## src/epq_pkg.sv

```systemverilog
// ---------------------------------------------------------------------------
// epq_pkg
// Shared types and codes for the expiring packet queue.
// ---------------------------------------------------------------------------
package epq_pkg;

  localparam logic [1:0] CMD_ENQ  = 2'd0;
  localparam logic [1:0] CMD_DEQ  = 2'd1;
  localparam logic [1:0] CMD_DEQD = 2'd2;
  localparam logic [1:0] CMD_FIND = 2'd3;

  localparam logic [2:0] K_ACCEPTED      = 3'd0;
  localparam logic [2:0] K_DELIVERED     = 3'd1;
  localparam logic [2:0] K_NONE          = 3'd2;
  localparam logic [2:0] K_PRESENT       = 3'd3;
  localparam logic [2:0] K_PURGED        = 3'd4;
  localparam logic [2:0] K_EVICT_FULL    = 3'd5;
  localparam logic [2:0] K_EVICT_TIMEOUT = 3'd6;

  localparam logic CFG_TIMEOUT = 1'b0;
  localparam logic CFG_LIMIT   = 1'b1;

  typedef struct packed {
    logic [31:0] dest;
    logic [31:0] expiry;
    logic [15:0] handle;
  } entry_t;

  // per-cell control from the sequencer
  typedef struct packed {
    logic        shift;   // cells at or above drop_pos take their upper neighbor
    logic        load;    // cell at count writes the new entry
    logic [31:0] now;
    logic [31:0] dest;
  } cell_ctl_t;

endpackage

```

## src/epq_cell.sv

```systemverilog
// ---------------------------------------------------------------------------
// epq_cell
// One queue slot: holds an entry, compares it, and takes its upper neighbor.
// ---------------------------------------------------------------------------
module epq_cell (
  input  logic           clk,
  input  logic           rst,
  input  epq_pkg::cell_ctl_t ctl,
  input  logic           below_drop, // this cell is below the dropped slot
  input  logic           is_tail,    // this cell is the append slot
  input  logic           up_valid,
  input  epq_pkg::entry_t up_entry,
  input  epq_pkg::entry_t new_entry,
  output logic           valid,
  output epq_pkg::entry_t entry,
  output logic           expired,
  output logic           match
);
  import epq_pkg::*;

  always_ff @(posedge clk) begin
    if (rst) begin
      valid <= 1'b0;
    end else if (ctl.load && is_tail) begin
      valid <= 1'b1;
    end else if (ctl.shift && !below_drop) begin
      valid <= up_valid;
    end
  end

  always_ff @(posedge clk) begin
    if (ctl.load && is_tail) begin
      entry <= new_entry;
    end else if (ctl.shift && !below_drop) begin
      entry <= up_entry;
    end
  end

  assign expired = valid && (entry.expiry < ctl.now);
  assign match   = valid && (entry.dest == ctl.dest);

endmodule

```

## config.mk

```make
export PLATFORM = sky130hd
export DESIGN_NAME = epq_cell
export DESIGN_NICKNAME = d
export VERILOG_FILES = /design/src/epq_pkg.sv /design/src/epq_cell.sv
export SDC_FILE = /design/constraint.sdc
export NUM_CORES = 1
export LEC_CHECK = 0
export ABC_AREA = 1
export BUFFER_PORTS_ARGS = -buffer_cell sky130_fd_sc_hd__buf_2
export CORE_AREA = 2 2 121 123
export DETAILED_ROUTE_END_ITERATION = 10
export DIE_AREA = 0 0 123 125
export PLACE_DENSITY = 0.76
export SLEW_MARGIN = 15
export SYNTH_ARGS = -nofsm -noshare
export SYNTH_HDL_FRONTEND = slang
export SYNTH_SLANG_ARGS = --single-unit
```

## constraint.sdc

```tcl
create_clock -name clk -period 3.1 [get_ports clk]
set_input_delay 0.155 -clock clk [delete_from_list [all_inputs] [get_ports clk]]
set_output_delay 0.155 -clock clk [all_outputs]
set_load 0.005 [all_outputs]
```

# --- Yosys cells after proc, flatten, opt, wreduce, memory -nomap -nowiden ---
# Index checks and enable logic that the tools add are counted.
op_classes:
  n_mux: 4
  eq_ne: 1
  n_lt_le_gt_ge: 1
  reduce_logical: 6
ops:
  columns: ["cell", "count"]
  rows:
  - ["$mux 80", 2]
  - ["$eq 32x32->1", 1]
  - ["$lt 32x32->1", 1]
  - ["$logic_and 1x1->1", 4]
  - ["$mux 1", 2]
  - ["$reduce_bool 2->1", 1]
  - ["$logic_not 1->1", 1]
totals:
  elab_cells: 16
  inputBits: 231
  output_inout_bits: 83
  register_bits: 81

# --- Longest topological paths before layout ---
# Gate-level depths: netlist of run 1.
depth:
  depth_word: 4
  ltp_mapped: 11
  ltp_nobuf: 11

# --- Worst setup path before layout of run 1 ---
# No wires, ideal clock.
synth_timing:
  path_kind: "input-to-reg"
  start: "in ctl[64] in the netlist's numbering"
  end: "reg valid"
  cell_stages: 6
  slack_ns: 0.592
  arrival_ns: 2.437
  setup_time_ns: 0.071
  n_path_buf: 0
  cell_sequence: "nand2_2 > inv_2 > a21oi_1 > inv_1 > o21ai_0 > a21oi_1"
synth_between:
  elab_chain_cells: 2
synth_rtl:
  columns: ["element", "line", "source"]
  rows:
  - ["start: declaration", "epq_cell.sv:8", "input epq_pkg::cell_ctl_t ctl,"]
  - ["$logic_and 1x1->1 (*)", "epq_cell.sv:24", "end else if (ctl.load && is_tail) begin"]
  - ["$mux 1 or $reduce_bool 2->1 (tied branches)", null, null]
  - ["end signal: assignment", "epq_cell.sv:27", "valid <= up_valid;"]
  - ["end: declaration", "epq_cell.sv:14", "output logic valid,"]
# Mark *: on every way between the ends. The rest lies on a longest branch, timed or not.
# A chain may end at the register's enable or synchronous reset.

# --- Worst setup path in the final report of run 1 ---
layout_timing:
  start: "reg entry[47] in the netlist's numbering"
  end: "out expired"
layout_between:
  elab_chain_cells: 2
layout_rtl:
  columns: ["element", "line", "source"]
  rows:
  - ["start: declaration", "epq_cell.sv:15", "output epq_pkg::entry_t entry,"]
  - ["start signal: assignment", "epq_cell.sv:33", "entry <= new_entry;"]
  - ["start signal: assignment", "epq_cell.sv:35", "entry <= up_entry;"]
  - ["$lt 32x32->1", "epq_cell.sv:39", "assign expired = valid && (entry.expiry < ctl.now);"]
  - ["$logic_and 1x1->1", "epq_cell.sv:39", null]
  - ["end: declaration", "epq_cell.sv:16", "output logic expired,"]
# No other way between the ends.

==> results of run 1 <==
==> sequential cells by signal (all words and copies together) (netlist names) <==
register	flops
entry	80
valid	1
==> what timing repair did <==
item	CTS	global route
hold endpoints to repair	1	0
hold buffers	1	0
buffers inserted	0	0
==> path summary, 6_finish.rpt <==
path	to	slack [ns]	depth (start not counted)
worst max-delay path	expired	1.09	8
worst max register to register	valid	2.40	2
worst min-delay path	entry[74]	0.08	3
worst min register to register	valid	0.54	2
==> cells in the mapped netlist (2+ instances only) <==
cell type	count	area share (%)
sky130_fd_sc_hd__inv_1	57	4.6
sky130_fd_sc_hd__nand3_1	6	0.64
sky130_fd_sc_hd__or2_1	2	0.27
sky130_fd_sc_hd__nand4_1	4	0.53
sky130_fd_sc_hd__o21a_1	2	0.32
sky130_fd_sc_hd__nor2_1	16	1.3
sky130_fd_sc_hd__a21oi_1	16	1.7
sky130_fd_sc_hd__xnor2_1	9	1.7
sky130_fd_sc_hd__buf_1	8	0.64
sky130_fd_sc_hd__o22ai_1	4	0.53
sky130_fd_sc_hd__buf_2	8	0.85
sky130_fd_sc_hd__ha_1	31	8.3
sky130_fd_sc_hd__edfxtp_1	80	51
sky130_fd_sc_hd__nor3_1	5	0.53
sky130_fd_sc_hd__o21ai_0	11	1.2
sky130_fd_sc_hd__nand2_1	291	23
sky130_fd_sc_hd__xor2_1	6	1.1
==> tightest hold or removal path, cell delays in order <==
cell	delay, ns
sky130_fd_sc_hd__buf_2	0.07
sky130_fd_sc_hd__nand2_1	0.04
sky130_fd_sc_hd__nand2_1	0.04
==> cell families after synthesis <==
group                      synth area share [%]
DFF                                        51.7
AOI/OAI and AO/OA                          4.06
buffers and inverters                      6.14
adders and majority gates                  8.28
xor gates and xnor gates                   2.81
and+or+nand+nor                            27.0
==> final cells by class <==
| class | instances | area (µm²) | area share, % |
|---|---|---|---|
| clock buffers | 10 | 229 | 3.41 |
| flip-flops and latches | 81 | 2420 | 36.1 |
| repair buffers | 318 | 1620 | 24.1 |
| multi-input cells | 407 | 1970 | 29.4 |
| inverters | 58 | 219 | 3.26 |
| well taps | 184 | 230 | 3.43 |
| clock inverters | 5 | 23.8 | 0.354 |
==> metrics by stage <==
| stage | instance area [µm²] | std cells | util (%) | total power, W |
|---|---|---|---|---|
| after floorplan | 4680 | 562 | - | 0.00175 |
| final | 6720 | 1063 | 47.3 | 0.00303 |
| after global placement | 6450 | 1047 | 45.4 | 0.00211 |
| after detailed placement | 6450 | 1047 | 45.4 | 0.00213 |
| after CTS | 6720 | 1063 | 47.3 | 0.00307 |
| after global routing | 6720 | 1063 | 47.3 | 0.00321 |
==> routing by layer <==
metal | vias up | part of all wire, % | global-route usage [%]
met5 | - | 0 | 0
met4 | 0 | 3.0 | 8.89
met3 | 25 | 6.9 | 4.01
met2 | 198 | 51 | 33.8
met1 | 2097 | 39 | 21.2
li1 | 2418 | - | -
==> power breakdown <==
group	total [W]	internal (W)	switching, W	leakage (nW)
Clock	0.000930	0.000528	0.000402	0.121
Sequential	0.00143	0.00136	0.0000679	0.779
Combinational	0.000671	0.000321	0.000350	2.77
Total	0.00303	0.00221	0.000820	3.67
==> impl_metrics.sql, run 1 <==
INSERT INTO impl_metrics (metric_group, metric, value, unit) VALUES
('worst_setup_path', 'startpoint', 'entry[47]', ''),
('worst_setup_path', 'crit_fanout', '2', ''),
('finish', 'syn2layout_area_growth', '43.4', '%'),
('worst_hold_path', 'worst_hold_startpoint', 'new_entry[74]', ''),
('cts', 'tritoncts_sink_count', '81', ''),
('drt', 'drc_errors', '0', ''),
('worst_setup_path', 'worstPathRequired', '2.94', 'ns'),
('yosys', 'dominantRegCellSynth', 'sky130_fd_sc_hd__edfxtp_1', ''),
('drt', 'starting_drt_drc_count', '184', ''),
('sta', 'holdWs', '0.0807', 'ns'),
('sta', 'rsz_0062_raised_after_global_routing', 'no', ''),
('worst_setup_path', 'crit-reg2reg-launch', 'valid', ''),
('finish', 'layout_common_cells', 'sky130_fd_sc_hd__buf_2, sky130_fd_sc_hd__nand2_1, sky130_fd_sc_hd__edfxtp_1', ''),
('worst_setup_path', 'timing.critical_path.from_type', 'register', ''),
('floorplanning', 'num_io_pins', '314', ''),
('placed_design', 'place_worst_setup_slack', '1.43', 'ns'),
('run_status', 'run_status', 'complete, no violations', ''),
('yosys', 'yosysWarnings', '0', ''),
('placed_design', 'port-buffer-count', '313', ''),
('worst_hold_path', 'hold_path_class', 'input port to register', ''),
('sta', 'min_period_over_period', '65.0', '%'),
('cts', 'tritoncts.num_buffers', '9', ''),
('sta', 'finalHoldViolations', '0', ''),
('floorplanning', 'fp.dieArea', '15400', 'µm²'),
('grt', 'wire_length_of_the_first_global_routing_pass', '22.0', 'mm'),
('yosys', 'asyncSetResetFlopFracSynth', '0', '%'),
('yosys', 'synth_sequential_area_ratio', '51.7', '%'),
('drt', 'antenna_violating_nets_post_route', '0', ''),
('power', 'power_per_cell_area', '451', 'nW/µm²'),
('cts', 'cts.htree.levels', '3', ''),
('sta', 'max_clock_freq', '0.497', 'GHz'),
('floorplanning', 'start_util', '33.0', '%'),
('sta', 'final.min_clock_period', '2.01', 'ns'),
('drt', 'wl_per_cell', '13.5', 'µm'),
('yosys', 'synth.cell_area', '4680', 'µm²'),
('sta', 'setup_tns', '0', 'ns'),
('finish', 'insertedDiodeCount', '0', ''),
('yosys', 'synth_cells', '562', ''),
('worst_setup_path', 'worst_path_dominant_cell_family', 'simple AND/OR/NAND/NOR gates', ''),
('floorplanning', 'die_x', '123', 'µm'),
('run', 'max_cap_viol_count', '0', ''),
('grt', 'globalRouteTotalUtil', '18.9', '%'),
('drt', 'via_density_per_instance', '4.46', ''),
('sta', 'final_critical_path_setup_slack', '1.09', 'ns'),
('sta', 'fin_max_slew_vios', '0', ''),
('placed_design', 'routabilityCongestion', '0.844', ''),
('yosys', 'flip_flop_and_latch_count_after_synthesis', '81', ''),
('cts', 'clkLatencyLatePin', '0.33', 'ns'),
('power', 'max-vdd-ir-drop', '0.000232', 'V'),
('grt', 'grt_overflow', '0', ''),
('worst_setup_path', 'worstSetupEndpointType', 'primary output', ''),
('worst_setup_path', 'endpoint_arrival_time_on_the_critical_path', '1.86', 'ns'),
('floorplanning', 'core-area', '14200', 'µm²'),
('grt', 'initial_antenna_violation_count', '0', ''),
('worst_setup_path', 'worst-path-buf-inv', '2', ''),
('worst_setup_path', 'worstSetupPathType', 'register to primary output', ''),
('drt', 'drt_first_pass_iters', '4', ''),
('worst_setup_path', 'cpPeakStageDelay', '0.40', 'ns'),
('floorplanning', 'core.rowCount', '44', ''),
('cts', 'path_clk_slew', '0.06', 'ns'),
('floorplanning', 'die-height', '125', 'µm'),
('cts', 'ctsResizeCount', '0', ''),
('sta', 'worst_slew_margin_rel', '43.3', '%'),
('grt', 'grt_start_max_net_pins', '82', ''),
('finish', 'commonest_non_fill_non_tap_cell_in_the_layout', 'sky130_fd_sc_hd__buf_2', ''),
('drt', 'drt-total-wl', '14.4', 'mm'),
('finish', 'share_of_post_route_cells_with_drive_strength_above_1', '37.9', '%'),
('cts', 'max-clock-path-buffers', '2', ''),
('placed_design', 'detailed_place_hpwl', '11.6', 'mm'),
('drt', 'vias', '4738', ''),
('worst_setup_path', 'crit_slowest_cell', 'sky130_fd_sc_hd__edfxtp_1', '');
Power figures use the tool's default switching activity.
==> run 2: changes to the inputs <==
--- a/config.mk
+++ b/config.mk
@@ -5,11 +5,11 @@
 export SDC_FILE = /design/constraint.sdc
 export NUM_CORES = 1
 export LEC_CHECK = 0
-export ABC_AREA = 1
+export ABC_AREA = 0
 export BUFFER_PORTS_ARGS = -buffer_cell sky130_fd_sc_hd__buf_2
-export CORE_AREA = 2 2 121 123
+export CORE_AREA = 2 2 120 122
 export DETAILED_ROUTE_END_ITERATION = 10
-export DIE_AREA = 0 0 123 125
+export DIE_AREA = 0 0 122 124
 export PLACE_DENSITY = 0.76
 export SLEW_MARGIN = 15
 export SYNTH_ARGS = -nofsm -noshare
==> constraint.sdc (replaced) <==
create_clock -name clk -period 2 [get_ports clk]
set_input_delay 0.1 -clock clk [delete_from_list [all_inputs] [get_ports clk]]
set_output_delay 0.1 -clock clk [all_outputs]
set_load 0.005 [all_outputs]
==> run 2 against run 1 <==
  * The run now ends with setup timing left
  * Combinational power grew 55%
  * Critical path depth fell by 1
  * Routed wire length decreased by 14%
  * Largest cell class unchanged
  * Highest routed layer unchanged
==> impl_metrics.sql, run 2 <==
INSERT INTO impl_metrics (metric_group, metric, value, unit) VALUES
('run_status', 'run_status', 'finished, violations left', ''),
('run_status', 'failed_checks', 'setup timing', ''),
('cts', 'clk_root_buffer_cell', 'sky130_fd_sc_hd__clkbuf_16', ''),
('finish', 'syn2layout_area_growth', '48.6', '%'),
('power', 'power', '0.00483', 'W'),
('drt', 'drt_first_pass_iters', '4', ''),
('placed_design', 'place_inst', '820', ''),
('floorplanning', 'core.rowCount', '43', ''),
('finish', 'commonest_non_fill_non_tap_cell_in_the_layout', 'sky130_fd_sc_hd__buf_2', ''),
('cts', 'cts.htree.levels', '3', ''),
('sta', 'clock_skew', '0', 'ns'),
('sta', 'worstMarginPinSlew', '0.727', 'ns'),
('floorplanning', 'num_io_pins', '314', ''),
('power', 'leakage', '3.17', 'nW'),
('yosys', 'post_synth.cell_area_avg', '13.8', 'µm²'),
('grt', 'grt_start_max_net_pins', '37', ''),
('drt', 'via_density_per_instance', '4.47', ''),
('worst_setup_path', 'worstSetupEndpointType', 'primary output', ''),
('finish', 'layout_common_cells', 'sky130_fd_sc_hd__buf_2, sky130_fd_sc_hd__mux2_2, sky130_fd_sc_hd__edfxtp_1', ''),
('power', 'power_per_cell_area', '718', 'nW/µm²'),
('drt', 'vias', '3747', ''),
('yosys', 'synth_enable_flop_cells', '80', ''),
('drt', 'drc_errors', '0', ''),
('floorplanning', 'core-area', '13700', 'µm²'),
('placed_design', 'dpl_cell_area', '6400', 'µm²'),
('finish', 'post_route_design_area', '6730', 'µm²'),
('grt', 'grt_overflow', '0', ''),
('grt', 'initial_antenna_violation_count', '2', ''),
('cts', 'postCtsSetupRepairBufs', '0', ''),
('floorplanning', 'die_x', '122', 'µm'),
('yosys', 'synth_cells', '328', ''),
('yosys', 'synth.cell_area', '4530', 'µm²'),
('yosys', 'synth_sequential_area_ratio', '53.5', '%'),
('placed_design', 'routabilityCongestion', '0.788', ''),
('worst_hold_path', 'hold_path_class', 'input port to register', ''),
('finish', 'area_taken_by_multi_input_logic_gates', '1990', 'µm²'),
('floorplanning', 'start_util', '33.0', '%'),
('sta', 'rsz_0062_raised_after_global_routing', 'yes', ''),
('placed_design', 'detailed_place_hpwl', '10.5', 'mm'),
('sta', 'max_clock_freq', '0.438', 'GHz'),
('yosys', 'netlist_top_cells_area', 'sky130_fd_sc_hd__edfxtp_1, sky130_fd_sc_hd__mux2_2, sky130_fd_sc_hd__ha_1', ''),
('cts', 'tritoncts', 'built', ''),
('sta', 'min_period_over_period', '114', '%'),
('drt', 'starting_drt_drc_count', '68', ''),
('finish', 'final_cells', '838', ''),
('yosys', 'netlist_top_cells_count', 'sky130_fd_sc_hd__edfxtp_1, sky130_fd_sc_hd__mux2_2, sky130_fd_sc_hd__inv_1, sky130_fd_sc_hd__ha_1, sky130_fd_sc_hd__xnor2_1', ''),
('worst_setup_path', 'worstSetupPathType', 'register to primary output', ''),
('sta', 'finalSetupViolCount', '1', ''),
('yosys', 'flip_flop_and_latch_count_after_synthesis', '81', ''),
('grt', 'grt_pass1_vias', '3656', ''),
('drt', 'drt-total-wl', '12.4', 'mm'),
('cts', 'tritoncts_sink_count', '81', ''),
('yosys', 'synth_cell_type_count', '27', ''),
('finish', 'register_with_the_most_flip_flops', 'entry', ''),
('cts', 'max-clock-path-buffers', '2', ''),
('sta', 'fin_max_slew_vios', '0', ''),
('cts', 'clkLatencyLatePin', '0.34', 'ns'),
('sta', 'setup_tns', '-0.284', 'ns'),
('yosys', 'synth.top_cell.area_share', '53.1', '%'),
('sta', 'final_critical_path_setup_slack', '-0.284', 'ns'),
('floorplanning', 'die-height', '124', 'µm'),
('worst_setup_path', 'endpoint_arrival_time_on_the_critical_path', '2.18', 'ns'),
('grt', 'globalRouteTotalUtil', '16.3', '%'),
('finish', 'fillCellCount', '1257', ''),
('worst_setup_path', 'worstPathRequired', '1.90', 'ns'),
('sta', 'final.min_clock_period', '2.28', 'ns'),
('finish', 'num-nets-final', '914', ''),
('finish', 'layout_top_registers', 'entry x80, valid x1', ''),
('run', 'max_cap_viol_count', '0', ''),
('worst_setup_path', 'crit_fanout', '2', ''),
('sta', 'worst_slew_margin_rel', '51.3', '%'),
('finish', 'share_of_post_route_cells_with_drive_strength_above_1', '64.1', '%'),
('yosys', 'yosysWarnings', '0', ''),
('cts', 'path_clk_slew', '0.06', 'ns'),
('cts', 'tritoncts.num_buffers', '9', ''),
('grt', 'wire_length_of_the_first_global_routing_pass', '18.3', 'mm'),
('drt', 'antenna_violating_nets_post_route', '0', ''),
('sta', 'finalHoldViolations', '0', ''),
('yosys', 'netlist.top_cell.by_area', 'sky130_fd_sc_hd__edfxtp_1', ''),
('yosys', 'mappedNetlistNets', '590', ''),
('worst_setup_path', 'timing.critical_path.from_type', 'register', ''),
('drt', 'wl_per_cell', '14.8', 'µm'),
('placed_design', 'port-buffer-count', '313', ''),
('finish', 'area_of_all_sequential_standard_cells', '2420', 'µm²'),
('floorplanning', 'fp.dieArea', '15100', 'µm²'),
('finish', 'largest_register_ffs', '80', ''),
('yosys', 'dominantRegCellSynth', 'sky130_fd_sc_hd__edfxtp_1', ''),
('yosys', 'asyncSetResetFlopFracSynth', '0', '%'),
('power', 'max-vdd-ir-drop', '0.000467', 'V');
[run 2: metal layers]
layer  share of wire, %  global-route usage (%)  vias up
li1                   -                       -     1869
met1                 37                    17.3     1686
met2                 53                    29.9      178
met3                9.1                    5.22       14
met4                1.5                    6.68        0
met5                  0                       0        -
[run 2: critical path, cell delays in order, from the launching register on]
cell and delay [ns]:
sky130_fd_sc_hd__edfxtp_1 0.43, sky130_fd_sc_hd__ha_4 0.24, sky130_fd_sc_hd__a211o_1 0.28, sky130_fd_sc_hd__a31oi_1 0.16, sky130_fd_sc_hd__o311ai_1 0.11, sky130_fd_sc_hd__a211o_1 0.30, sky130_fd_sc_hd__a211oi_2 0.17, sky130_fd_sc_hd__buf_2 0.15
[run 2: cell families after synthesis]
family	synth area share [%]
compound gates	3.76
buf+inv	3.62
simple gates	4.42
mux	19.9
flops	53.5
fa+ha+maj	8.57
xor+xnor	6.19
[run 2: worst paths after layout]
path	slack [ns]	startpoint	cells after the start	to
max	-0.28	entry[18]	7	expired
min	0.06	up_entry[43]	2	entry[43]
max reg2reg	1.22	valid	2	valid
min reg2reg	0.58	valid	2	valid
[run 2: what timing repair did]
item	in CTS	in global routing
setup endpoints to repair	2	2
pin swaps	6	2
hold buffers	1	0
gates resized for setup	2	1
hold endpoints to repair	1	0
[run 2: power breakdown]
part / leakage [nW] / total, W / switching [W] / internal [W]
clock: 0.142 / 0.00159 / 0.000636 / 0.000952
sequential: 0.783 / 0.00220 / 0.0000993 / 0.00210
combinational: 2.24 / 0.00104 / 0.000454 / 0.000583
total: 3.17 / 0.00483 / 0.00119 / 0.00364
[run 2: through the flow]
step	hold WS, ns	worst slack, ns	utilization, %
global placement	0.263	0.0111	46.6
floorplan	0.173	0.0720	-
global route	0.0468	-0.389	49.0
finish	0.0592	-0.284	49.0
CTS	0.0410	-0.354	48.9
detailed placement	0.268	-0.0602	46.6
[run 2: area by class of cell]
type                    instances  area share, %
clock buffers                   9           3.35
inverters                      33           1.84
clock inverters                 7          0.912
repair buffers                321           25.0
flip-flops and latches         81           36.0
diodes                          1         0.0372
well taps                     180           3.35
multi-input cells             206           29.5
==> run 3: changes to the inputs <==
--- a/config.mk
+++ b/config.mk
@@ -7,10 +7,10 @@
 export LEC_CHECK = 0
 export ABC_AREA = 0
 export BUFFER_PORTS_ARGS = -buffer_cell sky130_fd_sc_hd__buf_2
-export CORE_AREA = 2 2 120 122
+export CORE_AREA = 2 2 123 125
 export DETAILED_ROUTE_END_ITERATION = 10
-export DIE_AREA = 0 0 122 124
-export PLACE_DENSITY = 0.76
+export DIE_AREA = 0 0 125 127
+export PLACE_DENSITY = 0.73
 export SLEW_MARGIN = 15
 export SYNTH_ARGS = -nofsm -noshare
 export SYNTH_HDL_FRONTEND = slang
==> constraint.sdc (replaced) <==
create_clock -name clk -period 2.86 [get_ports clk]
set_input_delay 0.143 -clock clk [delete_from_list [all_inputs] [get_ports clk]]
set_output_delay 0.143 -clock clk [all_outputs]
set_load 0.1 [all_outputs]
==> run 3 against run 2 <==
  * The flow now finishes without violations
  * Global-route usage down 0.27 points
  * Non-clock buffer count fell by 2
  * Count of clock-buffer cells in the layout did not move
  * Routed wire length is 4.9% higher
  * Die area is 4.9% higher
  * Critical endpoint unchanged
  * Largest power group is now combinational logic
==> impl_metrics.sql, run 3 (same netlist as run 2, synthesis figures left out) <==
INSERT INTO impl_metrics (metric_group, metric, value, unit) VALUES
('sta', 'worst_slew_margin_rel', '65.5', '%'),
('finish', 'post_route_design_area', '6730', 'µm²'),
('cts', 'path_clk_slew', '0.06', 'ns'),
('floorplanning', 'core.rowCount', '44', ''),
('worst_hold_path', 'whs_path_depth', '2', ''),
('worst_setup_path', 'worstPathRequired', '2.72', 'ns'),
('sta', 'final_critical_path_setup_slack', '0.160', 'ns'),
('drt', 'vias', '3800', ''),
('run_status', 'run_status', 'complete, no violations', ''),
('drt', 'drt-total-wl', '13.0', 'mm'),
('worst_setup_path', 'cpPeakStageDelay', '0.39', 'ns'),
('run', 'max_cap_viol_count', '0', ''),
('sta', 'holdWs', '0.104', 'ns'),
('drt', 'wl_per_cell', '15.5', 'µm'),
('cts', 'clk_root_buffer_cell', 'sky130_fd_sc_hd__clkbuf_16', ''),
('worst_setup_path', 'timing.reg2reg.setup_slack', '2.04', 'ns'),
('power', 'leakage', '3.17', 'nW'),
('drt', 'drt_first_pass_iters', '4', ''),
('worst_hold_path', 'worst_hold_startpoint', 'up_entry[13]', ''),
('placed_design', 'dpl_cell_area', '6370', 'µm²'),
('finish', 'layout_top_registers', 'entry x80, valid x1', ''),
('worst_setup_path', 'crit_slowest_cell', 'sky130_fd_sc_hd__edfxtp_1', ''),
('power', 'power_per_cell_area', '675', 'nW/µm²'),
('worst_setup_path', 'timing.critical_path.from_type', 'register', ''),
('grt', 'globalRouteTotalUtil', '16.0', '%'),
('finish', 'fillCellCount', '1352', ''),
('grt', 'grt_use_met1', '17.7', '%'),
('grt', 'initial_antenna_violation_count', '0', ''),
('finish', 'syn2layout_area_growth', '48.7', '%'),
('worst_setup_path', 'r2r_end', 'valid', ''),
('cts', 'cts.htree.levels', '3', ''),
('floorplanning', 'start_util', '31.4', '%'),
('grt', 'grt_overflow', '0', ''),
('floorplanning', 'num_io_pins', '314', ''),
('worst_hold_path', 'hold-path-endpoint', 'entry[13]', ''),
('sta', 'min_period_over_period', '94.4', '%'),
('grt', 'grt_pass1_vias', '4041', ''),
('worst_setup_path', 'cp_cell_sequence', 'ha_1 > a211o_1 > a31oi_1 > o311ai_1 > a211o_1 > a211oi_4 > clkbuf_4', ''),
('sta', 'finalHoldViolations', '0', ''),
('placed_design', 'routabilityCongestion', '0.808', ''),
('finish', 'register_with_the_most_flip_flops', 'entry', ''),
('grt', 'grt.busiest_layer', 'met2', ''),
('finish', 'area_of_all_sequential_standard_cells', '2420', 'µm²'),
('sta', 'fin_max_slew_vios', '0', ''),
('grt', 'grt.met2_usage', '29.4', '%'),
('cts', 'postCtsSetupRepairBufs', '0', ''),
('finish', 'layout_common_cells', 'sky130_fd_sc_hd__buf_2, sky130_fd_sc_hd__mux2_2, sky130_fd_sc_hd__edfxtp_1', ''),
('sta', 'max_clock_freq', '0.370', 'GHz'),
('finish', 'insertedDiodeCount', '0', ''),
('worst_setup_path', 'endpoint_arrival_time_on_the_critical_path', '2.56', 'ns'),
('sta', 'setup_tns', '0', 'ns'),
('power', 'max-vdd-ir-drop', '0.000472', 'V'),
('floorplanning', 'fp.dieArea', '15900', 'µm²'),
('cts', 'tritoncts_sink_count', '81', ''),
('finish', 'commonest_non_fill_non_tap_cell_in_the_layout', 'sky130_fd_sc_hd__buf_2', ''),
('grt', 'grt_start_max_net_pins', '43', ''),
('sta', 'rsz_0062_raised_after_global_routing', 'no', ''),
('finish', 'share_of_post_route_cells_with_drive_strength_above_1', '63.8', '%'),
('worst_setup_path', 'crit_fanout', '2', ''),
('worst_setup_path', 'worstSetupPathType', 'register to primary output', ''),
('worst_setup_path', 'crit-reg2reg-launch', 'valid', ''),
('finish', 'utilization', '46.6', '%'),
('worst_setup_path', 'worstSetupEndpointType', 'primary output', ''),
('cts', 'max-clock-path-buffers', '2', ''),
('sta', 'worstMarginPinSlew', '0.522', 'ns'),
('placed_design', 'port-buffer-count', '313', ''),
('sta', 'final.min_clock_period', '2.70', 'ns'),
('finish', 'num-nets-final', '912', ''),
('floorplanning', 'core-area', '14400', 'µm²'),
('sta', 'clock_skew', '0', 'ns'),
('grt', 'grt.met3_usage', '4.10', '%'),
('cts', 'clkLatencyLatePin', '0.34', 'ns'),
('cts', 'tritoncts', 'built', ''),
('finish', 'area_taken_by_multi_input_logic_gates', '1980', 'µm²'),
('drt', 'starting_drt_drc_count', '123', ''),
('drt', 'via_density_per_instance', '4.53', ''),
('finish', 'largest_register_ffs', '80', ''),
('placed_design', 'place_worst_setup_slack', '0.398', 'ns'),
('worst_setup_path', 'reg2reg_depth', '2', ''),
('worst_setup_path', 'worst_path_dominant_cell_family', 'compound AO/OA/AOI/OAI gates', ''),
('floorplanning', 'die_x', '125', 'µm'),
('worst_hold_path', 'hold_path_class', 'input port to register', ''),
('floorplanning', 'die-height', '127', 'µm'),
('worst_setup_path', 'worstSetupPathDepth', '7', ''),
('worst_setup_path', 'cpMostUsedCell', 'sky130_fd_sc_hd__a211o_1', ''),
('cts', 'tritoncts.num_buffers', '9', ''),
('drt', 'drc_errors', '0', ''),
('worst_setup_path', 'worst-path-buf-inv', '1', ''),
('placed_design', 'detailed_place_hpwl', '10.9', 'mm'),
('grt', 'wire_length_of_the_first_global_routing_pass', '20.0', 'mm'),
('drt', 'antenna_violating_nets_post_route', '0', ''),
('sta', 'finalSetupViolCount', '0', '');
run 3: stage by stage:
stage	std cells	power, W
after floorplan	328	0.00285
after global placement	822	0.00322
after detailed placement	822	0.00324
after CTS	839	0.00459
after global routing	839	0.00473
final	839	0.00454
run 3: layer usage:
metal	routed length [µm]	share of wire (%)
met5	0	0
met2	6930	53
met4	276	2.1
met1	4850	37
met3	956	7.3
run 3: area by class of cell:
type | count | area share (%)
multi-input combinational | 206 | 29.4
clock inverter | 7 | 1.73
clock buffer | 9 | 3.35
inverter | 33 | 1.84
timing repair buffer | 319 | 24.2
tap | 184 | 3.42
sequential | 81 | 36.0
run 3: power by group:
part	switching [W]	total (W)	internal, W
Clock	0.000482	0.00134	0.000855
Sequential	0.0000738	0.00154	0.00147
Combinational	0.00126	0.00166	0.000400
run 3: worst max-delay path by stage:
stage / startpoint / endpoint / slack, ns
after floorplan: entry[18] / expired / -0.27
after global placement: entry[18] / expired / 0.43
after detailed placement: entry[18] / expired / 0.40
after CTS: entry[18] / expired / 0.02
after global routing: entry[18] / expired / 0.06
final: entry[18] / expired / 0.16
run 3: repair_timing:
item	CTS	global route
hold buffers	1	0
gates resized for setup	0	1
setup endpoints to repair	0	1
endpoints found under the hold margin	1	0
